**src/sv/pcm_fifo_player_with_smoothing_macros.svh**
```systemverilog
// Assertion macros used by the PCM FIFO player core.
// Expects clk_i and rst_ni in the scope of each use.
`ifndef PCM_FIFO_PLAYER_WITH_SMOOTHING_MACROS_SVH
`define PCM_FIFO_PLAYER_WITH_SMOOTHING_MACROS_SVH

// Checked on every edge outside reset.
`define PFP_ASSERT(lbl, prop, msg) \
  lbl: assert property (@(posedge clk_i) disable iff (!rst_ni) prop) \
    else $error(msg);

// Checked on every edge, reset included.
`define PFP_ASSERT_ALWAYS(lbl, prop, msg) \
  lbl: assert property (@(posedge clk_i) prop) \
    else $error(msg);

`endif

```
**src/sv/pfp_pkg.sv**
```systemverilog
// Shared types and constants of the PCM FIFO player.
// No dependencies.
package pfp_pkg;

  localparam int DefFifoDepth = 1024;
  localparam int DefRepeat    = 8;

  localparam int ByteW    = 8;
  localparam int SampleW  = 16;
  localparam int FillW    = 11;
  localparam int CfgIdxW  = 1;
  localparam int CfgDataW = 1;

  // Register indexes of the configuration port
  localparam logic [CfgIdxW-1:0] CfgDampen = 1'b0;
  localparam logic [CfgIdxW-1:0] CfgPaused = 1'b1;

  // Item opcodes
  localparam logic OpPush = 1'b0;
  localparam logic OpTick = 1'b1;

  typedef struct packed {
    logic signed [SampleW-1:0] sample;
    logic                      dropped;
    logic [FillW-1:0]          fill;
  } res_t;

endpackage

```
**src/sv/pfp_out_buf.sv**
```systemverilog
// Output register with a skid stage, so a new item can be taken while a
// result waits. Uses pfp_pkg.
module pfp_out_buf
  import pfp_pkg::*;
(
  input  logic clk_i,
  input  logic rst_ni,
  input  logic load_i,
  input  res_t res_i,
  output logic full_o,
  output logic out_valid_o,
  input  logic out_stall_i,
  output res_t res_o
);

  logic out_valid_q, out_valid_d;
  logic skid_valid_q, skid_valid_d;
  res_t out_q, out_d, skid_q, skid_d;
  logic out_xfer;

  assign out_xfer = out_valid_q && !out_stall_i;

  always_comb begin
    out_valid_d  = out_valid_q;
    skid_valid_d = skid_valid_q;
    out_d        = out_q;
    skid_d       = skid_q;
    if (skid_valid_q) begin
      if (out_xfer) begin
        out_d        = skid_q;
        skid_valid_d = 1'b0;
      end
    end else if (load_i) begin
      if (!out_valid_q || out_xfer) begin
        out_d       = res_i;
        out_valid_d = 1'b1;
      end else begin
        // park the result behind the one waiting
        skid_d       = res_i;
        skid_valid_d = 1'b1;
      end
    end else if (out_xfer) begin
      out_valid_d = 1'b0;
    end
  end

  always_ff @(posedge clk_i or negedge rst_ni) begin
    if (!rst_ni) begin
      out_valid_q  <= 1'b0;
      skid_valid_q <= 1'b0;
    end else begin
      out_valid_q  <= out_valid_d;
      skid_valid_q <= skid_valid_d;
    end
  end

  always_ff @(posedge clk_i) begin
    out_q  <= out_d;
    skid_q <= skid_d;
  end

  assign full_o      = skid_valid_q;
  assign out_valid_o = out_valid_q;
  assign res_o       = out_q;

endmodule

```
**config.mk**
```make
export PLATFORM = sky130hd
export DESIGN_NAME = pfp_out_buf
export DESIGN_NICKNAME = d
export VERILOG_FILES = /design/src/sv/pcm_fifo_player_with_smoothing_macros.svh /design/src/sv/pfp_pkg.sv /design/src/sv/pfp_out_buf.sv
export SDC_FILE = /design/constraint.sdc
export NUM_CORES = 1
export LEC_CHECK = 0
export ABC_AREA = 1
export ABC_CLOCK_PERIOD_IN_PS = 2650
export BUFFER_PORTS_ARGS = -buffer_cell sky130_fd_sc_hd__buf_4
export CORE_ASPECT_RATIO = 0.6
export CORE_MARGIN = 4
export CORE_UTILIZATION = 51
export CTS_CLUSTER_DIAMETER = 80
export CTS_CLUSTER_SIZE = 14
export DETAILED_ROUTE_END_ITERATION = 8
export GPL_ROUTABILITY_DRIVEN = 0
export PLACE_DENSITY_LB_ADDON = 0.15
export SYNTH_ARGS = -nofsm -noshare
export SYNTH_HDL_FRONTEND = slang
export SYNTH_SLANG_ARGS = --single-unit
```
**constraint.sdc**
```tcl
create_clock -name clk_i -period 2.65 [get_ports clk_i]
set_input_delay 0.1325 -clock clk_i [delete_from_list [all_inputs] [get_ports clk_i]]
set_output_delay 0.1325 -clock clk_i [all_outputs]
set_load 0.05 [all_outputs]
```
## After elaboration in Yosys (flattened, before gate mapping)

Index checks and enable logic that the tools add are counted.

- Equality and inequality tests: 2
- Multiplexer cells: 11
- Bitwise gates (word level): 2
- Reductions and logical operators: 10

Operators with widths:

| kind | number |
|---|---|
| 2-to-1 mux 28 bit | 4 |
| AND reduction 3 bit | 3 |
| 2-to-1 mux 1 bit | 7 |
| nonzero test 2 bit | 3 |
| inequality test 2 x 1 -> 1 bit, second input constant | 2 |
| zero test 1 bit | 2 |
| inverter 1 bit | 2 |
| logical AND 1 bit | 1 |
| logical OR 1 bit | 1 |

- Register bits: 58
- Input bits: 32
- Output and inout port bits: 30

## Depth between registers and ports, before layout

Gate-level depths: netlist of run 1.

- Word-level depth: 6
- Gate-level depth with buffers: 6
- Gate-level depth less buffers: 4

## Worst setup path after synthesis of run 1

OpenSTA, ideal clock, no wires.

- Path kind: register to register
- Start: reg skid_valid_q, in the netlist full_o
- End: reg out_q, in the netlist res_o[0], enable pin
- Arrival: 2.063 ns
- Required time: 2.237 ns
- Slack: 0.174 ns
- Cell stages (with the launch flop): 5
- Buffers on the path: 1
- Cell sequence: dfrtp_1 buf_6 nand2_1 nand2_1 nor2_1

- Longest elaborated chain between the ends: 2
- Elaborated cells on any way between the ends: 4
- Classes of those cells: eq/ne: 1; reduce/logical: 3

RTL lines:

| item | line | RTL |
|---|---|---|
| start: declaration | pfp_out_buf.sv:17 | `logic skid_valid_q, skid_valid_d;` |
| start signal: assignment | pfp_out_buf.sv:53 | `skid_valid_q <= skid_valid_d;` |
| inequality test 2 x 1 -> 1 bit (no source line) / nonzero test 2 bit (equally long branches) | -- |  |
| AND reduction 3 bit (no source line) (*) | -- |  |
| end signal: assignment | pfp_out_buf.sv:58 | `out_q <= out_d;` |
| end: declaration | pfp_out_buf.sv:18 | `res_t out_q, out_d, skid_q, skid_d;` |

Mark *: on every way between the ends. The rest lies on a longest branch, timed or not.
A chain may end at the register's enable or synchronous reset.

## Final worst setup path of run 1

- Start: reg skid_valid_q, in the netlist full_o
- End: reg skid_q[25] in the netlist's numbering, enable pin

- Longest elaborated chain between the ends: 2

RTL lines:

| item | line | RTL |
|---|---|---|
| inverter 1 bit (no source line) | -- |  |
| AND reduction 3 bit (no source line) | -- |  |
| end signal: assignment | pfp_out_buf.sv:59 | `skid_q <= skid_d;` |
| end: declaration | pfp_out_buf.sv:18 |  |

No other way between the ends.

==> impl_metrics.py, run 1 <==
metrics = {
    "run_status": {
        "outcome": "complete, no violations",
    },
    "cells_and_area": {
        "seq_area_mm2": 0.00173,
        "post-route-util_pct": 75.9,
        "fillCellCount": 277,
        "layout.cells.non_filler": 328,
        "layout-drive-gt1-share_pct": 28.0,
        "antenna_cells": 0,
        "syn_to_final_growth_pct": 43.1,
        "fin_nets": 297,
        "multi_input_area_um2": 368,
    },
    "worst_setup_path": {
        "cp.arrival_ns": 1.85,
        "path_max_fanout": 22,
        "rr_worst_depth": 4,
        "critPathRequiredTime_ns": 2.65,
        "critPathCaptureType": "flip-flop",
        "crit_type": "reg -> reg",
        "start_kind": "flip-flop",
    },
    "detailed_routing": {
        "route.detailed.drc": 0,
        "dr.pass1.iters": 6,
        "wl_per_cell_um": 13.1,
        "totalWireLength_um": 4310,
        "num_vias": 1485,
        "drt_iter0_drc": 58,
        "vias_per_cell": 4.53,
        "drtAntennaViolNets": 0,
    },
    "yosys": {
        "synth.most_common_cell": "nand2_1",
        "async_flop_share_pct": 3.45,
        "ys_ff_latch": 58,
        "synthTopCellsByCount": "nand2_1, edfxtp_1, inv_1",
        "netlist.area_leader.share_pct": 77.4,
        "synth.yosys.warnings": 0,
        "synth_nets": 200,
        "synth-edff-count": 56,
        "syn-cell-area_mm2": 0.00217,
        "ys_seq_area_share_pct": 79.7,
        "syn_area_per_cell_um2": 12.9,
        "synthTopCellsByArea": "edfxtp_1, nand2_1, dfrtp_1",
        "synth_flop_cell": "edfxtp_1",
        "netlist_instances": 168,
        "yosysTopAreaCell": "edfxtp_1",
        "synth.distinct_cells": 9,
    },
    "clock_tree": {
        "numClockSinks": 58,
        "insertion_delay_ns": 0.32,
        "root_buffer": "clkbuf_8",
        "clkTransAtPathRegs_ns": 0.06,
        "cts_setup_buffers": 0,
        "cts_buffers": 9,
        "cts_tree": "built",
        "clockBufferDepth": 2,
        "htreeDepth": 3,
    },
    "job": {
        "maxCapViolCount": 0,
    },
    "floorplan": {
        "die_area_mm2": 0.00540,
        "initial_utilization_pct": 53.0,
        "dieHeight_um": 58.6,
        "die_w_um": 92.3,
        "coreArea_mm2": 0.00410,
        "rows": 18,
        "num_io_pins": 62,
    },
    "place": {
        "dp_cells": 285,
        "port-buffer-count": 61,
        "dpl.hpwl_um": 2810,
    },
    "sta": {
        "skew_ns": 0.00511,
        "fmax_mhz": 541,
        "slew_viol_final": 0,
        "max_slew_margin_pct": 56.9,
        "finalCriticalPeriod_ns": 1.85,
        "rsz0062_at_grt": "no",
        "fin_crit_sh_pct": 69.8,
        "worst_slew_pin_slew_ns": 0.646,
        "hold_slack_ns": 0.0600,
        "finalHoldViolCount": 0,
        "setup_viol": 0,
        "setup_tns_ns": 0,
    },
    "pwr": {
        "power.total_mw": 3.55,
        "peakVddDrop_mv": 0.599,
        "p_leak_nw": 1.37,
        "powerDensity_mw_per_mm2": 1140,
    },
    "grt": {
        "track_usage_pct": 17.8,
        "grt_pass1_vias": 1575,
        "grt_overflow": 0,
        "antenna_found_initial": 0,
        "grt_max_degree": 30,
        "grt_first_pass_wirelength_um": 7100,
    },
    "min_path": {
        "hold_path.class": "in -> reg",
        "hold_depth": 3,
    },
}
[path summary, 6_finish.rpt]
| check | start | end | slack, ns |
|---|---|---|---|
| worst max-delay path | full_o | skid_q[25] | 0.80 |
| worst min-delay path | load_i | out_valid_o | 0.06 |
| worst max register to register | full_o | skid_q[25] | 0.80 |
| worst min register to register | skid_q[16] | res_o[16] | 0.52 |
| max in group asynchronous | rst_ni | full_o | 2.42 |
| min in group asynchronous | rst_ni | out_valid_o | 0.14 |
[power breakdown]
group	switching, mW	internal (mW)	total [mW]
clock	0.284	0.326	0.611
combinational	1.08	0.399	1.48
sequential	0.107	1.36	1.46
total	1.47	2.08	3.55
[metrics by stage]
step	setup slack, ns	area [µm²]
finish	0.800	3110
global route	0.674	3110
CTS	0.777	3110
detailed placement	0.787	2680
global placement	0.906	2680
floorplan	0.174	2170
[what timing repair did]
action,in CTS,in global routing
hold buffers,29,0
resized for setup,0,0
hold endpoints to repair,30,0
setup endpoints to repair,0,0
[cells by family (layout without fill, tap and decap cells)]
kind of cell / Yosys count / in the layout / share of synthesized area [%]
buffers and inverters: 13 / 113 / 3.51
AND/OR/NAND/NOR: 97 / 97 / 16.8
flip-flops: 58 / 58 / 79.7
[flip-flops by register name, indices dropped and copies added (netlist names)]
| signal | flops |
|---|---|
| out_valid_o | 1 |
| skid_q | 28 |
| res_o | 28 |
| full_o | 1 |
[area by class of cell]
type	count	area share [%]
Tap cell	60	2.41
Multi-Input combinational cell	97	11.8
Clock buffer	13	4.47
Sequential cell	58	55.7
Clock inverter	1	0.121
Inverter	6	0.724
Timing Repair Buffer	93	24.8
[routing by layer]
layer / up-vias / share of wire (%) / GRT usage [%]
met4: 0 / 0.81 / 6.13
li1: 747 / - / -
met5: - / 0 / 0
met3: 4 / 6.5 / 8.05
met2: 45 / 49 / 29.9
met1: 689 / 44 / 20.8
[cell usage in the layout (no fill, tap or decap), drive strengths merged]
master	instances
inv	6
clkinv	1
buf	64
nand3	1
nor2	3
nand2	93
dlygate4sd3	29
edfxtp	56
clkbuf	13
dfrtp	2
[worst max-delay path, stage by stage (launching register included)]
cell and delay [ns]:
dfrtp_1 0.62, nor2_1 0.21, nand2_1 0.08, inv_1 0.27, buf_4 0.34
(Power assumes the default switching activity.)
==> run 2: changes to the inputs <==
--- a/config.mk
+++ b/config.mk
@@ -6,11 +6,11 @@
 export NUM_CORES = 1
 export LEC_CHECK = 0
 export ABC_AREA = 1
-export ABC_CLOCK_PERIOD_IN_PS = 2650
+export ABC_CLOCK_PERIOD_IN_PS = 1600
 export BUFFER_PORTS_ARGS = -buffer_cell sky130_fd_sc_hd__buf_4
 export CORE_ASPECT_RATIO = 0.6
 export CORE_MARGIN = 4
-export CORE_UTILIZATION = 51
+export CORE_UTILIZATION = 46
 export CTS_CLUSTER_DIAMETER = 80
 export CTS_CLUSTER_SIZE = 14
 export DETAILED_ROUTE_END_ITERATION = 8
==> constraint.sdc (replaced) <==
create_clock -name clk_i -period 1.6 [get_ports clk_i]
set_input_delay 0.08 -clock clk_i [delete_from_list [all_inputs] [get_ports clk_i]]
set_output_delay 0.08 -clock clk_i [all_outputs]
set_load 0.05 [all_outputs]
==> impl_metrics.py, run 2 (same netlist as run 1, synthesis figures left out) <==
metrics = {
    "run_status": {
        "outcome": "complete, no violations",
    },
    "floorplan": {
        "initial_utilization_pct": 47.6,
        "rows": 19,
        "num_io_pins": 62,
        "die_w_um": 96.7,
        "die_area_mm2": 0.00592,
        "coreArea_mm2": 0.00456,
        "dieHeight_um": 61.2,
    },
    "pwr": {
        "powerDensity_mw_per_mm2": 1930,
        "power.total_mw": 6.20,
        "peakVddDrop_mv": 1.23,
        "p_leak_nw": 1.40,
    },
    "sta": {
        "worst_slew_pin_slew_ns": 0.500,
        "fmax_mhz": 698,
        "skew_ns": 0.00702,
        "finalCriticalPeriod_ns": 1.43,
        "fin_crit_sh_pct": 89.5,
        "finalHoldViolCount": 0,
        "hold_slack_ns": 0.0553,
        "worst_slack_ns": 0.168,
        "slew_viol_final": 0,
        "rsz0062_at_grt": "no",
        "setup_viol": 0,
        "max_slew_margin_pct": 66.6,
    },
    "grt": {
        "grt_first_pass_wirelength_um": 7540,
        "grt_max_degree": 30,
        "grt_overflow": 0,
        "track_usage_pct": 17.1,
        "grt_pass1_vias": 1564,
        "antenna_found_initial": 0,
    },
    "place": {
        "place_ws_ns": 0.197,
        "port-buffer-count": 61,
        "place_area_mm2": 0.00273,
        "dpl.hpwl_um": 3050,
        "dp_cells": 291,
    },
    "clock_tree": {
        "root_buffer": "clkbuf_8",
        "holdBufCountCts": 30,
        "insertion_delay_ns": 0.33,
        "clkTransAtPathRegs_ns": 0.06,
        "cts_buffers": 9,
        "cts_setup_buffers": 0,
        "clockBufferDepth": 2,
        "numClockSinks": 58,
        "htreeDepth": 3,
        "cts.repair.resized": 0,
        "cts_tree": "built",
    },
    "detailed_routing": {
        "vias_per_cell": 4.58,
        "drtAntennaViolNets": 0,
        "wl_per_cell_um": 13.9,
        "route.detailed.drc": 0,
        "drt_iter0_drc": 115,
        "num_vias": 1544,
        "totalWireLength_um": 4700,
        "dr.pass1.iters": 5,
    },
    "worst_setup_path": {
        "start_kind": "flip-flop",
        "cp.arrival_ns": 1.63,
        "setup.worst_path.start": "full_o",
        "crit_chain": "buf_4, inv_2, nand2_1, nand2_1",
        "critPathCaptureType": "flip-flop",
        "r2r-start": "full_o",
        "cp_slowest_cell": "dfrtp_2",
        "crit_type": "reg -> reg",
        "cpPeakStageDelay_ns": 0.50,
        "path_max_fanout": 29,
        "critPathRequiredTime_ns": 1.80,
        "cp_common_cell": "nand2_1",
    },
    "cells_and_area": {
        "layout-drive-gt1-share_pct": 31.0,
        "final_cell_mix": "nand2_1, buf_4, edfxtp_1, dlygate4sd3_1, clkbuf_8",
        "antenna_cells": 0,
        "syn_to_final_growth_pct": 47.7,
        "layout.cells.non_filler": 337,
        "layout.cells.most_common": "nand2_1",
        "fin_nets": 301,
        "finalInstanceArea_mm2": 0.00321,
    },
    "min_path": {
        "min-delay-start": "out_stall_i",
        "hold_path.class": "in -> reg",
    },
    "job": {
        "maxCapViolCount": 0,
    },
}
[run 2: routing by layer]
layer	part of all wire, %	vias to the layer above	track usage [%]
met1	41	723	19.4
met5	0	-	0
li1	-	761	-
met4	1.5	0	7.20
met2	50	51	29.2
met3	7.1	9	7.92
[run 2: final timing paths]
check	to	slack [ns]	depth (start not counted)
max	res_o[20]	0.17	4
min	out_valid_o	0.06	3
max reg2reg	res_o[20]	0.17	4
min reg2reg	res_o[26]	0.52	2
max in group asynchronous	full_o	1.41	2
min in group asynchronous	out_valid_o	0.10	2
[run 2: area by class of cell]
| class | count | area (µm²) |
|---|---|---|
| Multi-Input combinational cell | 97 | 378 |
| Fill cell | 337 | 1350 |
| Clock buffer | 12 | 135 |
| Inverter | 6 | 26.3 |
| Sequential cell | 58 | 1730 |
| Tap cell | 63 | 78.8 |
| Timing Repair Buffer | 97 | 816 |
| Clock inverter | 4 | 42.5 |
[run 2: report_power, final]
group          total, mW  leakage [nW]  switching [mW]  internal [mW]
Sequential          2.42         0.550           0.173           2.25
Combinational       2.56         0.759            1.84          0.717
Clock               1.22        0.0894           0.517          0.707
Total               6.20          1.40            2.53           3.67
[run 2: through the flow]
stage | util, % | setup TNS (ns)
final | 70.3 | 0
after floorplan | - | -0.628
after global placement | 59.9 | 0
after global routing | 70.3 | 0
after CTS | 70.3 | 0
after detailed placement | 59.9 | 0
[run 2: critical path, delay by kind of cell, from the launching register on]
kind	cells	cell delay [ns]
buffers and inverters	2	0.58
DFF	1	0.50
and+or+nand+nor	2	0.22
==> run 3: changes to the inputs <==
--- a/config.mk
+++ b/config.mk
@@ -5,12 +5,12 @@
 export SDC_FILE = /design/constraint.sdc
 export NUM_CORES = 1
 export LEC_CHECK = 0
-export ABC_AREA = 1
+export ABC_AREA = 0
 export ABC_CLOCK_PERIOD_IN_PS = 1600
 export BUFFER_PORTS_ARGS = -buffer_cell sky130_fd_sc_hd__buf_4
 export CORE_ASPECT_RATIO = 0.6
 export CORE_MARGIN = 4
-export CORE_UTILIZATION = 46
+export CORE_UTILIZATION = 45
 export CTS_CLUSTER_DIAMETER = 80
 export CTS_CLUSTER_SIZE = 14
 export DETAILED_ROUTE_END_ITERATION = 8
==> impl_metrics.py, run 3 <==
metrics = {
    "run_status": {
        "outcome": "complete, no violations",
    },
    "worst_setup_path": {
        "worstReg2RegEnd": "res_o[26]",
        "cp.arrival_ns": 1.50,
        "r2r-start": "full_o",
        "crit_type": "reg -> reg",
        "cp_num_cells": 2,
        "r2r_setup_slack_ns": 0.17,
        "crit_chain": "buf_4, mux2_2",
        "setup.worst_path.start": "full_o",
        "start_kind": "flip-flop",
        "cp_num_buf_inv": 1,
        "cpLargestDelayFamily": "flip-flops",
        "crit_path_end": "res_o[26]",
        "critPathCaptureType": "flip-flop",
        "cpPeakStageDelay_ns": 0.50,
        "cp_slowest_cell": "dfrtp_2",
        "path_max_fanout": 16,
        "critPathRequiredTime_ns": 1.67,
        "rr_worst_depth": 2,
    },
    "clock_tree": {
        "cts_setup_buffers": 0,
        "root_buffer": "clkbuf_8",
        "numClockSinks": 58,
        "clockBufferDepth": 2,
        "htreeDepth": 3,
        "clkTransAtPathRegs_ns": 0.06,
        "insertion_delay_ns": 0.32,
        "cts_buffers": 9,
        "cts_tree": "built",
    },
    "floorplan": {
        "num_io_pins": 62,
        "die_w_um": 96.8,
        "coreArea_mm2": 0.00456,
        "rows": 19,
        "dieHeight_um": 61.3,
        "die_area_mm2": 0.00593,
        "initial_utilization_pct": 46.6,
    },
    "job": {
        "maxCapViolCount": 0,
    },
    "sta": {
        "slew_viol_final": 0,
        "finalHoldViolCount": 0,
        "finalCriticalPeriod_ns": 1.43,
        "setup_viol": 0,
        "worst_slew_pin_slew_ns": 0.233,
        "fin_crit_sh_pct": 89.6,
        "setup_tns_ns": 0,
        "skew_ns": 0.00587,
        "worst_slack_ns": 0.167,
        "rsz0062_at_grt": "no",
        "max_slew_margin_pct": 84.5,
        "fmax_mhz": 698,
    },
    "yosys": {
        "synthTopCellsByCount": "edfxtp_1, mux2_2, buf_6, nand2_1",
        "netlist.area_leader.share_pct": 79.0,
        "synthTopCellsByArea": "edfxtp_1, mux2_2, dfrtp_1",
        "yosysTopAreaCell": "edfxtp_1",
        "syn-cell-area_mm2": 0.00213,
        "ys_seq_area_share_pct": 81.4,
        "synth.yosys.warnings": 0,
        "syn_area_per_cell_um2": 21.5,
        "synth-edff-count": 56,
        "synth_flop_cell": "edfxtp_1",
        "synth_nets": 131,
        "ys_ff_latch": 58,
        "synth.most_common_cell": "edfxtp_1",
        "synth.distinct_cells": 11,
        "async_flop_share_pct": 3.45,
        "netlist_instances": 99,
    },
    "cells_and_area": {
        "seq_area_mm2": 0.00173,
        "final_cell_mix": "buf_4, edfxtp_1, dlygate4sd3_1, mux2_2, clkbuf_8",
        "syn_to_final_growth_pct": 52.0,
        "layout.cells.most_common": "buf_4",
        "layout-drive-gt1-share_pct": 55.0,
        "fillCellCount": 325,
        "multi_input_area_um2": 393,
        "post-route-util_pct": 70.9,
        "fin_nets": 236,
        "antenna_cells": 0,
    },
    "detailed_routing": {
        "wl_per_cell_um": 15.2,
        "totalWireLength_um": 4130,
        "num_vias": 1243,
        "drt_iter0_drc": 47,
        "vias_per_cell": 4.57,
        "drtAntennaViolNets": 0,
        "route.detailed.drc": 0,
        "dr.pass1.iters": 4,
    },
    "pwr": {
        "peakVddDrop_mv": 1.03,
        "p_leak_nw": 1.26,
        "powerDensity_mw_per_mm2": 1940,
    },
    "grt": {
        "grt_overflow": 0,
        "grt_first_pass_wirelength_um": 6780,
        "track_usage_pct": 15.5,
        "antenna_found_initial": 0,
        "grt_max_degree": 29,
        "grt_pass1_vias": 1339,
    },
    "place": {
        "place_ws_ns": 0.171,
        "port-buffer-count": 61,
        "dpl.hpwl_um": 2600,
    },
    "min_path": {
        "hold_path.class": "in -> async",
    },
}
==> run 3: cell count changes in the layout (fill, tap and decap cells not counted), sizes merged, moves of 2 or more <==
| cell | previous run | this run |
|---|---|---|
| clkinv | 3 | 5 |
| inv | 5 | 1 |
| a21oi | 0 | 2 |
| clkbuf | 12 | 9 |
| mux2 | 0 | 28 |
| nand2 | 93 | 3 |
| nor2 | 3 | 1 |
==> run 3: worst reg2reg max path, delay by kind of cell, from the launching register on <==
family,cells,cell delay (ns)
mux,1,0.39
buf+inv,1,0.29
flops,1,0.50
==> run 3: worst min-delay path by stage <==
stage                        to   start  cells after the start
floorplan                full_o  rst_ni                      0
global placement    out_valid_o  rst_ni                      1
detailed placement  out_valid_o  rst_ni                      1
CTS                 out_valid_o  rst_ni                      2
global route        out_valid_o  rst_ni                      2
finish              out_valid_o  rst_ni                      2
==> run 3: cell families after synthesis <==
logic type	Yosys count	share of synthesized area, %
flops	58	81.4
mux	28	14.8
simple gates	5	0.999
compound gates	4	1.06
buf+inv	4	1.76
==> run 3: layout make-up <==
| class | count | share of cell area, % |
|---|---|---|
| sequential | 58 | 53.6 |
| timing repair buffer | 97 | 25.3 |
| multi-input combinational | 37 | 12.1 |
| clock buffer | 9 | 3.83 |
| clock inverter | 7 | 2.59 |
| tap | 63 | 2.44 |
| inverter | 1 | 0.116 |
==> run 3: layer usage <==
metal  up-vias  wire (µm)  global-route usage, %
met1       602       1730                   17.8
met5         -          0                      0
met3         0        198                   8.71
met4         0          0                   4.80
met2        39       2200                   25.8
li1        602          -                      -
==> run 3: stage by stage <==
stage	hold WS, ns	instances	total power, mW	cell area (µm²)
after floorplan	-0.216	99	4.15	2160
after global placement	-0.135	225	4.82	2720
after detailed placement	-0.134	225	4.88	2720
after CTS	0.0423	272	6.36	3240
after global routing	0.0519	272	6.56	3240
final	0.0754	272	6.27	3240
==> run 3: where the power goes <==
part / internal (mW) / switching (mW)
clock network: 0.859 / 0.532
registers: 2.22 / 0.166
logic: 0.880 / 1.62
total: 3.96 / 2.32
==> run 3: repair_timing <==
item,4_1_cts,5_1_grt
hold buffers,31,0
hold endpoints to repair,32,0
resized for setup,0,0
